**src/rtl/ttag_pkg.sv**
```systemverilog
// ----------------------------------------------------------------------------
// ttag_pkg
// Shared codes, widths and item types of the transaction tag allocator.
// ----------------------------------------------------------------------------
package ttag_pkg;

    // Default sizes
    localparam int TAG_COUNT_DEF   = 256;
    localparam int QUEUE_DEPTH_DEF = 64;
    localparam int ID_WIDTH_DEF    = 16;

    // Fixed port field widths
    localparam int CMD_W   = 2;
    localparam int TAG_W   = 8;
    localparam int REQ_W   = 16;
    localparam int EVENT_W = 3;

    // Command codes
    localparam logic [CMD_W-1:0] CMD_NEW  = 2'd0;
    localparam logic [CMD_W-1:0] CMD_RESP = 2'd1;
    localparam logic [CMD_W-1:0] CMD_TMO  = 2'd2;

    // Result event codes
    localparam logic [EVENT_W-1:0] EV_ISSUED    = 3'd0;
    localparam logic [EVENT_W-1:0] EV_QUEUED    = 3'd1;
    localparam logic [EVENT_W-1:0] EV_COMPLETED = 3'd2;
    localparam logic [EVENT_W-1:0] EV_TIMED_OUT = 3'd3;
    localparam logic [EVENT_W-1:0] EV_IGNORED   = 3'd4;
    localparam logic [EVENT_W-1:0] EV_DROPPED   = 3'd5;

    // Classification made by the front end
    typedef struct packed {
        logic is_new;   // new request
        logic is_rel;   // response or timeout naming an in-range tag
        logic is_tmo;   // timeout (valid with is_rel)
    } t_cls;

    // Item between front and back
    typedef struct packed {
        t_cls             cls;
        logic [TAG_W-1:0] tag;
        logic [REQ_W-1:0] req;
    } t_item;

    // Result item
    typedef struct packed {
        logic [EVENT_W-1:0] ev;
        logic [TAG_W-1:0]   tag;
        logic [REQ_W-1:0]   req;
        logic               last;
    } t_res;

endpackage

```
**src/rtl/ttag_outq.sv**
```systemverilog
// ----------------------------------------------------------------------------
// ttag_outq
// Four-entry result queue; reports room for a two-result item.
// ----------------------------------------------------------------------------
module ttag_outq (
    input  logic           i_clk,
    input  logic           i_rst_n,
    input  logic           i_wr,
    input  ttag_pkg::t_res i_res,
    output logic           o_room,
    output logic           o_empty,
    input  logic           i_pop,
    output ttag_pkg::t_res o_res
);

    localparam int DEPTH = 4;

    ttag_pkg::t_res r_q [DEPTH];
    logic [1:0]     r_head;
    logic [1:0]     r_tail;
    logic [2:0]     r_cnt;
    logic           w_rd;

    assign o_empty = (r_cnt == 3'd0);
    // A write landing this cycle already holds a slot
    assign o_room  = ((r_cnt + 3'(i_wr)) <= 3'(DEPTH - 2));
    assign o_res   = r_q[r_head];
    assign w_rd    = i_pop && !o_empty;

    // Storage
    always_ff @(posedge i_clk) begin
        if (i_wr) begin
            r_q[r_tail] <= i_res;
        end
    end

    // Pointers
    always_ff @(posedge i_clk) begin
        if (!i_rst_n) begin
            r_head <= '0;
            r_tail <= '0;
            r_cnt  <= '0;
        end else begin
            if (i_wr) begin
                r_tail <= r_tail + 2'd1;
            end
            if (w_rd) begin
                r_head <= r_head + 2'd1;
            end
            r_cnt <= r_cnt + 3'(i_wr) - 3'(w_rd);
        end
    end

`ifndef NO_ASSERTIONS
    a_no_overflow: assert property (@(posedge i_clk) disable iff (!i_rst_n)
        i_wr |-> (r_cnt < 3'(DEPTH) || w_rd)) else $error("outq: overflow");
    a_cnt_range: assert property (@(posedge i_clk) disable iff (!i_rst_n)
        r_cnt <= 3'(DEPTH)) else $error("outq: count out of range");
    a_cnt_track: assert property (@(posedge i_clk) disable iff (!i_rst_n)
        (i_wr && !w_rd) |=> (r_cnt == $past(r_cnt) + 3'd1))
        else $error("outq: count not tracking write");
`endif

endmodule

```
**config.mk**
```make
export PLATFORM = sky130hd
export DESIGN_NAME = ttag_outq
export DESIGN_NICKNAME = d
export VERILOG_FILES = /design/src/rtl/ttag_pkg.sv /design/src/rtl/ttag_outq.sv
export SDC_FILE = /design/constraint.sdc
export NUM_CORES = 1
export LEC_CHECK = 0
export BUFFER_PORTS_ARGS = -buffer_cell sky130_fd_sc_hd__buf_2
export CORE_MARGIN = 2
export CORE_UTILIZATION = 47
export DETAILED_ROUTE_END_ITERATION = 12
export PLACE_DENSITY_LB_ADDON = 0.2
export SLEW_MARGIN = 15
export SYNTH_ARGS = -nofsm -noshare
export SYNTH_HDL_FRONTEND = slang
export SYNTH_SLANG_ARGS = --single-unit
```
**constraint.sdc**
```tcl
create_clock -name i_clk -period 1.7 [get_ports i_clk]
set_clock_uncertainty 0.05 [all_clocks]
set_input_delay 0.255 -clock i_clk [delete_from_list [all_inputs] [get_ports i_clk]]
set_output_delay 0.255 -clock i_clk [all_outputs]
set_load 0.02 [all_outputs]
```
# Word level (Yosys, flattened, before mapping)
# Memories as Yosys holds them, arrays and structs flattened. A register that Yosys moved wholly into a read port is not among the register bits.
# Index checks and enable logic that the tools add are counted.
[word_totals] mem_count=1 ram_bits=112 regBits=7
[classes] n_mux=4 n_lt_le_gt_ge=1 addsub=4 n_reduce_logical=3
[memory_table] name="r_q" depth=4 width=28 read_ports=1 rd_clocked_by_memory_dff=1 write_ports=1 line_no="ttag_outq.sv:18" rtl="ttag_pkg::t_res r_q [DEPTH];"
[ops] op="$add 2x1->2 const B" n=2
[ops] op="$mux 2" n=2
[ops] op="$add 3x1->3" n=1
[ops] op="$le 3x2->1 const B" n=1
[ops] op="$logic_not 3->1" n=1
[ops] op="$sub 3x1->3" n=1
[ops] op="$mux 1" n=2
[ops] op="$logic_and 1x1->1" n=1
[ops] op="$logic_not 1->1" n=1

# Longest topological paths before layout
[depth] depth_word=5 depth_mapped=6

# Worst setup path after synthesis
# Ideal clock, no wire load.
[synth_timing] path_kind="register -> register" startpoint="reg r_tail[0]" endpoint="mem r_q[2][0] (netlist bit), enable pin" slack_ps=22 stages_incl_launch_ff=4 arrival_time_ps=1241 synth_period_minus_slack_ps=1678 cell_sequence="dfxtp_1 -> inv_1 -> ha_1 -> and2_1"
[synth_rtl] element="from (decl)" line_no="ttag_outq.sv:20" rtl="logic [1:0] r_tail;"
[synth_rtl] element="from (signal assigned)" line_no="ttag_outq.sv:45" rtl="r_tail <= r_tail + 2'd1;"
[synth_rtl] element="to (decl)" line_no="ttag_outq.sv:18"
# Straight into the memory's write port.

==> impl_results.md <==
- Slew headroom: 70.6%
- DR vias/cell: 4.92
- Critical setup path kind: flop to output port
- Failing checks: negative setup slack
- Compound-Gate Fraction of Synth Area: 0.493%
- Fin area: 6340 sq um
- Clk pin slew, worst setup/hold paths: 50 ps
- IO Count: 62
- Layout area overhead: 38.7%
- Final hold viol count: 0
- Post-place setup slack: 31.5 ps
- Layout cells sized above 1: 45.3%
- Final period util: 124%
- CTS Buffer Depth: 2
- Vias: 2,243
- CP endpoint kind: output port
- Chip height: 103 microns
- Placed Area: 5090 sq um
- Ant diodes: 0
- Root Buffer Master: clkbuf_8
- Synth Area in XOR/XNOR: 0.876%
- Placed cells: 387
- # port buffers: 61
- Register area share after synthesis: 77.5%
- Startpoint types: flop
- Syn nets: 231
- Crit Path Max Fanout: 6
- Setup ws final: -412 ps
- Simple-gate share of the synthesized area: 1.78%
- Worst slew pin tran: 442 ps
- Synthesized flop and latch total: 121
- Largest net degree at the start of global routing: 29
- FF-to-FF End: r_cnt[2]$_SDFF_PN0_
- Worst hold endpoint: r_head[1]$_SDFFE_PN0P_
- Vias in the first global route: 2,427
- Post-route antenna net violation count: 0
- Final setup violation count: 29
- Syn. warnings: 0
- Overall Power: 9.98 mW
- Largest family of logic cells by synthesized area: multiplexers
- Area share of fa/ha/maj cells after synthesis: 2.19%
- Hold path startpoint: i_pop
- Hold WC Path Type: input port to flop
- # DRC: 0
- Die X: 103 microns
- Tot GR Track Use: 17.0%
- First drt pass iteration count: 4
- Clk sinks: 121
- PwrDens: 1570 nW/um^2
- Maximum vdd drop: 1230 uV
- Multiplexer share of the synthesized area: 15.3%
- Flop2flop setup slack: 150 ps
- Storage element area: 3550 sq um
- Max frequency: 473 MHz
- GRT overflow: 0
- Crit path DAT: 1810 ps
- RSZ-0062 raised after global routing: yes
- Drt total wl: 8000 microns
- Total Neg Setup Slack: -10,540 ps
- DR iter-0 viols: 76
- First-pass GRT wire length: 12,400 microns
- Multi-input gate area: 950 sq um
- Average routed wire per standard cell: 17.5 microns
- TritonCTS Buffers: 17
- Final Critical Period: 2110 ps
- Reg2Reg Depth: 6
- Max-Cap Viols: 0
- Critical Path RT: 1390 ps
- Die area: 10,500 sq um
- Count of different cell masters after synthesis: 20
- Starting Density: 49.0%
- CTS tree: done
- Post-layout util: 68.0%
- Synth Instances: 191
- H-tree levels: 4
- Fin cells: 456
- Hold WS: 100 ps
- Row count: 35
- Core Region: 9330 sq um
- Synthesized area per cell: 23.9 sq um
- Leakage power: 2.27 nW
- Fin nets: 354
- Worst-Skew Late Latency: 500 ps
- Placer Congestion: 0.717
- Mapped Area: 4570 sq um
- R2R Path Start: r_cnt[0]$_SDFF_PN0_
- Max-slew violations: 0
- Initial antenna violation count: 0
- Fillers: 600
- Worst hold path depth: 3
- Status: finished with violations
Yosys cell counts:
cell type | n | area share [%]
edfxtp_1 | 112 | 74
mux4_2 | 20 | 9.9
dfxtp_1 | 9 | 3.9
ha_1 | 8 | 2.2
mux4_1 | 8 | 4.6
and2_1 | 5 | 0.68
inv_1 | 4 | 0.33
mux2i_1 | 4 | 0.88
nor2b_1 | 4 | 0.55
buf_2 | 3 | 0.33
buf_12 | 2 | 0.88
nand2_1 | 2 | 0.16
nand2b_1 | 2 | 0.27
xor2_1 | 2 | 0.38
a21oi_1 | 1 | 0.11
buf_6 | 1 | 0.25
nor3_1 | 1 | 0.11
o311ai_0 | 1 | 0.19
o31a_1 | 1 | 0.19
xnor3_1 | 1 | 0.49
metal layers:
layer  part of all wire [%]  wire [microns]  GRT usage (%)  vias up
met3                    4.3             346           5.69       10
met5                      0               0              0        -
li1                       -               -              -     1048
met4                    1.3             108           7.69        0
met1                     43            3480           21.0     1126
met2                     51            4070           27.3       59
area by class of cell:
type                    count  area share, %
clock inverters            15           3.91
repair buffers            110           15.8
well taps                 129           2.55
inverters                   4          0.237
flip-flops and latches    121           56.0
clock buffers              17           6.53
multi-input cells          60           15.0
power breakdown:
group	internal [mW]	switching, mW
sequential	3.46	0.104
combinational	1.38	1.09
clock	2.68	1.26
worst max-delay path, cell delays in order, from the launching register on:
cell and delay, ps:
dfxtp_4 380, buf_4 120, buf_12 120, mux4_2 520, buf_6 150
state kept, by name, indices dropped and copies added (netlist names), named ones only:
| register | cells |
|---|---|
| r_q | 112 |
| r_head | 2 |
| r_cnt | 3 |
| r_tail | 2 |
how the worst max path moves through the flow:
stage / startpoint / slack, ps / endpoint / depth (start not counted)
5_1_grt: flop / -480 / o_res[1] / 4
3_5_place_dp: r_tail[0]$_SDFFE_PN0P_ / 30 / r_q[1][8]$_DFFE_PP_ / 2
2_1_floorplan: r_tail[0]$_SDFFE_PN0P_ / 20 / r_q[2][0]$_DFFE_PP_ / 3
6_report: flop / -410 / o_res[18] / 4
4_1_cts: flop / -440 / o_res[9] / 4
3_3_place_gp: r_tail[0]$_SDFFE_PN0P_ / 60 / r_q[0][9]$_DFFE_PP_ / 3
cell families after synthesis:
group | count (synthesis)
xor gates and xnor gates | 3
muxes | 32
DFF | 121
adders and majority gates | 8
buffers and inverters | 10
AOI/OAI and AO/OA | 3
and+or+nand+nor | 14
cell usage in the layout (no fill, tap or decap), drive strengths merged:
cell type and count:
nor2b 4, a21oi 1, xor2 2, mux2i 4
bufinv 6, clkbuf 17, dlygate4sd3 29, clkinv 4
o31a 1, nor3 1, edfxtp 112, o311ai 1
clkinvlp 3, nand2b 2, ha 8, and2 5
xnor3 1, mux4 28, dfxtp 9, inv 6
nand2 2, buf 81
repair_timing:
| item | in CTS | in global routing |
|---|---|---|
| endpoints found under the hold margin | 117 | 0 |
| hold buffers | 29 | 0 |
| cloned | 3 | 0 |
| setup buffers | 7 | 1 |
| resized for setup | 78 | 5 |
| setup endpoints to repair | 29 | 86 |
Note: power is estimated with default switching activity, not from simulation.
