**src/rtl/ttag_pkg.sv**
```systemverilog
// ----------------------------------------------------------------------------
// ttag_pkg
// Shared codes, widths and item types of the transaction tag allocator.
// ----------------------------------------------------------------------------
package ttag_pkg;

    // Default sizes
    localparam int TAG_COUNT_DEF   = 256;
    localparam int QUEUE_DEPTH_DEF = 64;
    localparam int ID_WIDTH_DEF    = 16;

    // Fixed port field widths
    localparam int CMD_W   = 2;
    localparam int TAG_W   = 8;
    localparam int REQ_W   = 16;
    localparam int EVENT_W = 3;

    // Command codes
    localparam logic [CMD_W-1:0] CMD_NEW  = 2'd0;
    localparam logic [CMD_W-1:0] CMD_RESP = 2'd1;
    localparam logic [CMD_W-1:0] CMD_TMO  = 2'd2;

    // Result event codes
    localparam logic [EVENT_W-1:0] EV_ISSUED    = 3'd0;
    localparam logic [EVENT_W-1:0] EV_QUEUED    = 3'd1;
    localparam logic [EVENT_W-1:0] EV_COMPLETED = 3'd2;
    localparam logic [EVENT_W-1:0] EV_TIMED_OUT = 3'd3;
    localparam logic [EVENT_W-1:0] EV_IGNORED   = 3'd4;
    localparam logic [EVENT_W-1:0] EV_DROPPED   = 3'd5;

    // Classification made by the front end
    typedef struct packed {
        logic is_new;   // new request
        logic is_rel;   // response or timeout naming an in-range tag
        logic is_tmo;   // timeout (valid with is_rel)
    } t_cls;

    // Item between front and back
    typedef struct packed {
        t_cls             cls;
        logic [TAG_W-1:0] tag;
        logic [REQ_W-1:0] req;
    } t_item;

    // Result item
    typedef struct packed {
        logic [EVENT_W-1:0] ev;
        logic [TAG_W-1:0]   tag;
        logic [REQ_W-1:0]   req;
        logic               last;
    } t_res;

endpackage

```
**src/rtl/ttag_front.sv**
```systemverilog
// ----------------------------------------------------------------------------
// ttag_front
// Accepts input items, classifies the command and holds them in a two-entry
// queue in front of the allocation engine.
// ----------------------------------------------------------------------------
module ttag_front #(
    parameter int TAG_COUNT = ttag_pkg::TAG_COUNT_DEF
) (
    input  logic                          i_clk,
    input  logic                          i_rst_n,
    input  logic                          i_push,
    output logic                          o_full,
    input  logic [ttag_pkg::CMD_W-1:0]    i_command,
    input  logic [ttag_pkg::TAG_W-1:0]    i_tag,
    input  logic [ttag_pkg::REQ_W-1:0]    i_request_id,
    output logic                          o_valid,
    output ttag_pkg::t_item               o_item,
    input  logic                          i_take
);

    localparam int DEPTH = 2;

    ttag_pkg::t_item r_q [DEPTH];
    logic            r_head;
    logic            r_tail;
    logic [1:0]      r_cnt;
    ttag_pkg::t_item w_in;
    logic            w_in_rng;
    logic            w_acc;

    // Classify the incoming command
    always_comb begin
        w_in_rng       = ({1'b0, i_tag} < 9'(TAG_COUNT));
        w_in.cls.is_new = (i_command == ttag_pkg::CMD_NEW);
        w_in.cls.is_rel = w_in_rng && ((i_command == ttag_pkg::CMD_RESP) ||
                                       (i_command == ttag_pkg::CMD_TMO));
        w_in.cls.is_tmo = (i_command == ttag_pkg::CMD_TMO);
        w_in.tag        = i_tag;
        w_in.req        = i_request_id;
    end

    assign w_acc   = i_push && !o_full;
    assign o_full  = (r_cnt == 2'(DEPTH));
    assign o_valid = (r_cnt != 2'd0);
    assign o_item  = r_q[r_head];

    // Queue storage
    always_ff @(posedge i_clk) begin
        if (w_acc) begin
            r_q[r_tail] <= w_in;
        end
    end

    // Queue pointers
    always_ff @(posedge i_clk) begin
        if (!i_rst_n) begin
            r_head <= 1'b0;
            r_tail <= 1'b0;
            r_cnt  <= 2'd0;
        end else begin
            if (w_acc) begin
                r_tail <= ~r_tail;
            end
            if (i_take) begin
                r_head <= ~r_head;
            end
            r_cnt <= r_cnt + 2'(w_acc) - 2'(i_take);
        end
    end

`ifndef NO_ASSERTIONS
    a_take_valid: assert property (@(posedge i_clk) disable iff (!i_rst_n)
        i_take |-> o_valid) else $error("front: take from empty queue");
    a_cnt_range: assert property (@(posedge i_clk) disable iff (!i_rst_n)
        r_cnt <= 2'(DEPTH)) else $error("front: count overflow");
    a_cnt_track: assert property (@(posedge i_clk) disable iff (!i_rst_n)
        (w_acc && !i_take) |=> (r_cnt == $past(r_cnt) + 2'd1))
        else $error("front: count not tracking accept");
`endif

endmodule

```
**config.mk**
```make
export PLATFORM = sky130hd
export DESIGN_NAME = ttag_front
export DESIGN_NICKNAME = d
export VERILOG_FILES = /design/src/rtl/ttag_pkg.sv /design/src/rtl/ttag_front.sv
export SDC_FILE = /design/constraint.sdc
export NUM_CORES = 1
export LEC_CHECK = 0
export BUFFER_PORTS_ARGS = -buffer_cell sky130_fd_sc_hd__buf_2
export CAP_MARGIN = 30
export CORE_ASPECT_RATIO = 1.5
export CORE_MARGIN = 2
export CORE_UTILIZATION = 42
export CTS_BUF_LIST = sky130_fd_sc_hd__clkbuf_8
export CTS_CLUSTER_DIAMETER = 80
export DETAILED_ROUTE_END_ITERATION = 12
export PLACE_DENSITY = 0.66
export SLEW_MARGIN = 20
export SYNTH_ARGS = -nofsm -noshare
export SYNTH_HDL_FRONTEND = slang
export SYNTH_SLANG_ARGS = --single-unit
export TNS_END_PERCENT = 20
```
**constraint.sdc**
```tcl
create_clock -name i_clk -period 6.61 [get_ports i_clk]
set_clock_uncertainty 0.15 [all_clocks]
set_input_delay 0.3305 -clock i_clk [delete_from_list [all_inputs] [get_ports i_clk]]
set_output_delay 0.3305 -clock i_clk [all_outputs]
set_load 0.05 [all_outputs]
```
Word level (Yosys, flattened, before mapping)
Memory sizes are Yosys's and may differ from the RTL's. A register that Yosys moved wholly into a read port is not among the register bits.
Cells that the tools add are included.
{ "totals": {"reg_bits": 4, "latch_bits": 0, "ramBits": 54, "romBits": 0, "input_bits": 30, "out_inout_bits": 29, "elab_cells": 20, "memories": 1} }
{ "memory_table": {"columns": ["memory", "depth", "word_bits", "read_ports", "rd_clocked_by_memory_dff", "write_ports", "line_no", "rtl"], "rows": [
  ["r_q", 2, 27, 1, 1, 1, "ttag_front.sv:23", "ttag_pkg::t_item r_q [DEPTH];"]
]} }
{ "classes": {"addsub": 2, "mul": 0, "n_div": 0, "magnitude_cmp": 0, "eq_ne": 3, "shifts": 0, "n_mux": 4, "bitwise": 2, "n_reduce_logical": 5} }
{ "ops": {"columns": ["cell", "n"], "rows": [
  ["2-bit == test, second input constant", 2],
  ["1-bit 2-to-1 mux", 4],
  ["2-bit by 1-bit adder with 2-bit output", 1],
  ["2-bit by 1-bit == test with 1-bit output, second input constant", 1],
  ["2-bit zero test", 1],
  ["1-bit NOT", 2],
  ["2-bit nonzero test", 1],
  ["2-bit by 1-bit subtractor with 2-bit output", 1],
  ["1-bit logical AND", 1],
  ["1-bit zero test", 1],
  ["1-bit logical OR", 1]
]} }

Depth between registers and ports, before layout
{ "depth": {"ltp_word": 5, "depth_mapped": 8, "mapped_depth_nobuf": 8} }

Least setup slack after synthesis
No wires, ideal clock.
{ "synth_timing": {"path_type": "register to register", "start": "register r_cnt[0]", "end": "memory r_q[0][0] (netlist name), enable pin", "setup_ns": 0.411, "arrival_ns": 1.704, "t_required_ns": 6.049, "slack_ns": 4.345, "path_stages_with_launch": 4, "n_path_buf": 0, "period_less_slack_ns": 2.265, "cell_sequence": "dfxtp_1 > nand2b_1 > nand2_1 > nor2_1"} }
{ "synth_between": {"elab_chain_len": 5} }
{ "synth_rtl": {"columns": ["element", "line_no", "rtl"], "rows": [
  ["from (decl)", "ttag_front.sv:26", "logic [1:0] r_cnt;"],
  ["from (signal assigned)", "ttag_front.sv:67", "r_cnt <= r_cnt + 2'(w_acc) - 2'(i_take);"],
  ["2-bit == test", "ttag_front.sv:43", "assign o_full = (r_cnt == 2'(DEPTH));"],
  ["1-bit zero test", "ttag_front.sv:42", "assign w_acc = i_push && !o_full;"],
  ["1-bit logical AND", "ttag_front.sv:42", null],
  ["1-bit 2-to-1 mux", "ttag_front.sv:49", "if (w_acc) begin"],
  ["1-bit 2-to-1 mux (implied by the code)", "ttag_front.sv:50", "r_q[r_tail] <= w_in;"],
  ["to (decl)", "ttag_front.sv:23", null]
]} }
Every way passes these cells.

==> key figures <==
Global route
  – Global-route wire length before repair: 5580 um
  – Number of global-route vias before repair: 1,182
  – Largest net degree at the start of global routing: 28
  – GRT Residual Overflow: 0
  – Initial antenna violation count: 0
  – GRT Util Overall: 13.1%

Layout
  – # diodes: 0
  – Register Area: 0.00172 mm2
  – Layout Nets: 216
  – Share of cells above drive strength 1: 55.1%
  – Final Instance Area: 0.00282 mm2
  – Multi-input logic area: 524 um2
  – Area grow syn2layout: 21.8%
  – Non-Filler Instances: 257
  – FILL cells: 465

Worst setup path
  – Crit path max fanout: 27
  – R2r setup slk: 4.63 ns
  – Worst reg2reg startpoint: r_cnt[0]$_SDFF_PN0_
  – Worst reg2reg path depth: 4
  – Critical Path RT: 6.13 ns
  – Critical path class: reg -> out
  – Crit end category: output pin
  – FF-to-FF End: r_q[0][24]$_DFFE_PP_
  – Worst setup SP type: flip-flop
  – Critical path data arrival time: 1.83 ns

Synth
  – Largest family of logic cells by synthesized area: multiplexers
  – Synth area leaders: edfxtp_1 70%, mux2_4 13%, dfxtp_1 4.3%
  – Syn Area/Cell: 20.3 um2
  – Post-synthesis mux area share: 16.8%
  – Share of the synthesized area in the top cell type: 70.1%
  – Compound-gate portion of the synthesized area: 0%
  – Synth Area in Adders: 2.16%
  – Net count after synthesis: 148
  – Post-synth cell types: 18
  – Post-Synth Simple-Gate Area: 2.81%
  – Seq cells post-synth: 59
  – Cell count after synthesis: 114
  – Post-Syn Area: 0.00231 mm2
  – Dominant cell type by area after synthesis: edfxtp_1
  – XOR/XNOR share of the synthesized area: 0.757%
  – Post-synthesis sequential area ratio: 74.4%
  – Yosys Warn Count: 0

Place
  – Placed inst area: 0.00266 mm2
  – HPWL Detailed: 2500 um
  – Dpl cells: 241
  – Placer's final routability congestion estimate: 0.698
  – Input/output buffers: 58

Floorplan
  – Die W: 64.6 um
  – Floorplan row count: 33
  – Core footprint: 0.00541 mm2
  – Initial Utilization: 42.8%
  – Height of the die: 94.9 um
  – Die area: 0.00613 mm2
  – I/O pin cnt: 59

STA
  – Worst hold slack: 0.0457 ns
  – Worst-Margin Slew: 0.842 ns
  – Final Critical Period: 2.31 ns
  – Final count of negative-setup-slack endpoints: 0
  – Final hold vios: 0
  – Max Clk Rate: 432 MHz
  – Worst slew margin: 43.8%
  – RSZ-0062 raised after global routing: false
  – Period utilization: 35.0%
  – Setup TNS: 0 ns
  – Fin. max-slew vios: 0

Route
  – Detailed Route Iter0 Violations: 49
  – Vias per cell: 4.54
  – Drt wl/cell: 14.1 um
  – Total number of vias: 1,167
  – Routed wire length: 3630 um
  – Final ANT Viol Nets: 0
  – DRT Pass-1 Iters: 4
  – Residual DRC: 0

Clock tree
  – CTS hold repair buffers: 0
  – Root Driver: clkbuf_8
  – Num Clock Sinks: 59
  – TritonCTS clock tree: done
  – H-Tree Depth: 3
  – Clock transition at path regs: 0.06 ns
  – Clock latency on the worst-skew pair: 0.32 ns
  – Post-CTS Setup Repair Bufs: 0
  – Num CTS Buffers: 9
  – # resized after CTS: 0
  – CTS Buffer Depth: 2

Worst hold path
  – Hold WC Path Type: in -> reg
  – Hold Path Stages: 1
  – Critical hold path startpoint: i_tag[5]
  – WHS Endpoint: r_q[0][21]$_DFFE_PP_

Status
  – Status: finished, final reports clean

Power
  – Maximum vdd drop: 0.158 mV
  – P per Cell Area: 339 mW/mm2
  – Leak Pwr: 1.15 nW

Flow run
  – Max Cap Violations: 0
## per-layer routing
layer  share of wire [%]  GRT usage [%]
met4                 2.6           9.04
met1                  38           14.3
met3                 5.9           4.53
met5                   0              0
met2                  53           21.3
## flip-flops by register name (all words and copies together), names as in the netlist, named ones only
register,flops
r_cnt,2
r_head,1
r_q,54
r_tail,1
## cells in the mapped netlist (all sizes together)
master	instances
dfxtp	5
mux2	27
nor2	4
inv	5
xor2	1
mux2i	1
xnor2	1
ha	4
buf	3
and3	1
nand2	2
nand2b	2
nor3	1
and2	2
or2	1
edfxtp	54
## per-stage QoR
stage                     power [mW]  utilization, %  worst slack (ns)
final                          0.957            52.1              4.30
after global routing            1.00            52.1              4.18
after CTS                      0.971            52.1              4.24
after detailed placement       0.710            49.2              4.61
after global placement         0.702            49.2              4.65
after floorplan                0.662               -              4.35
## critical path: stages (launching register included)
cell and delay, ns:
dfxtp_2 0.88, mux2_2 0.41, buf_2 0.21
## layout make-up
type                    count  area share (%)
flip-flops and latches     59            61.1
multi-input cells          47            18.6
repair buffers             60            10.8
clock buffers               9            4.39
well taps                  70            3.11
clock inverters             7            1.29
inverters                   5           0.666
## placed cells by master, fill, tap and decap left out
master,netlist,layout
buf_2,0,58
edfxtp_1,54,54
mux2_4,20,20
clkbuf_8,0,9
mux2_2,7,7
inv_1,5,6
ha_1,4,4
dfxtp_1,5,4
nor2_1,4,3
nand2b_1,2,2
nand2_1,2,2
and2_1,2,2
clkinv_1,0,2
clkinvlp_4,0,2
clkinv_2,0,2
buf_4,0,2
or2_2,1,1
and3_1,1,1
xnor2_1,1,1
nor2_2,0,1
mux2i_1,1,1
xor2_1,1,1
nor3_1,1,1
dfxtp_2,0,1
## report_power, final
part	switching, mW	total (mW)	internal (mW)
registers	0.0196	0.474	0.455
clock network	0.128	0.258	0.130
logic	0.153	0.225	0.0717
## worst max-delay path by stage
stage                             start                   to  slack, ns  depth (start not counted)
CTS                           flip-flop            o_item[2]       4.24                          2
global route                  flip-flop           o_item[26]       4.18                          2
global placement              flip-flop            o_item[0]       4.65                          2
finish                        flip-flop            o_item[2]       4.30                          2
floorplan           r_cnt[0]$_SDFF_PN0_  r_q[0][0]$_DFFE_PP_       4.35                          3
detailed placement            flip-flop            o_item[2]       4.61                          2
## logic make-up after synthesis
logic type | count (synthesis)
flops | 59
mux | 28
simple gates | 13
buf+inv | 8
fa+ha+maj | 4
xor+xnor | 2
No activity file was read; power rests on OpenSTA's default activity.
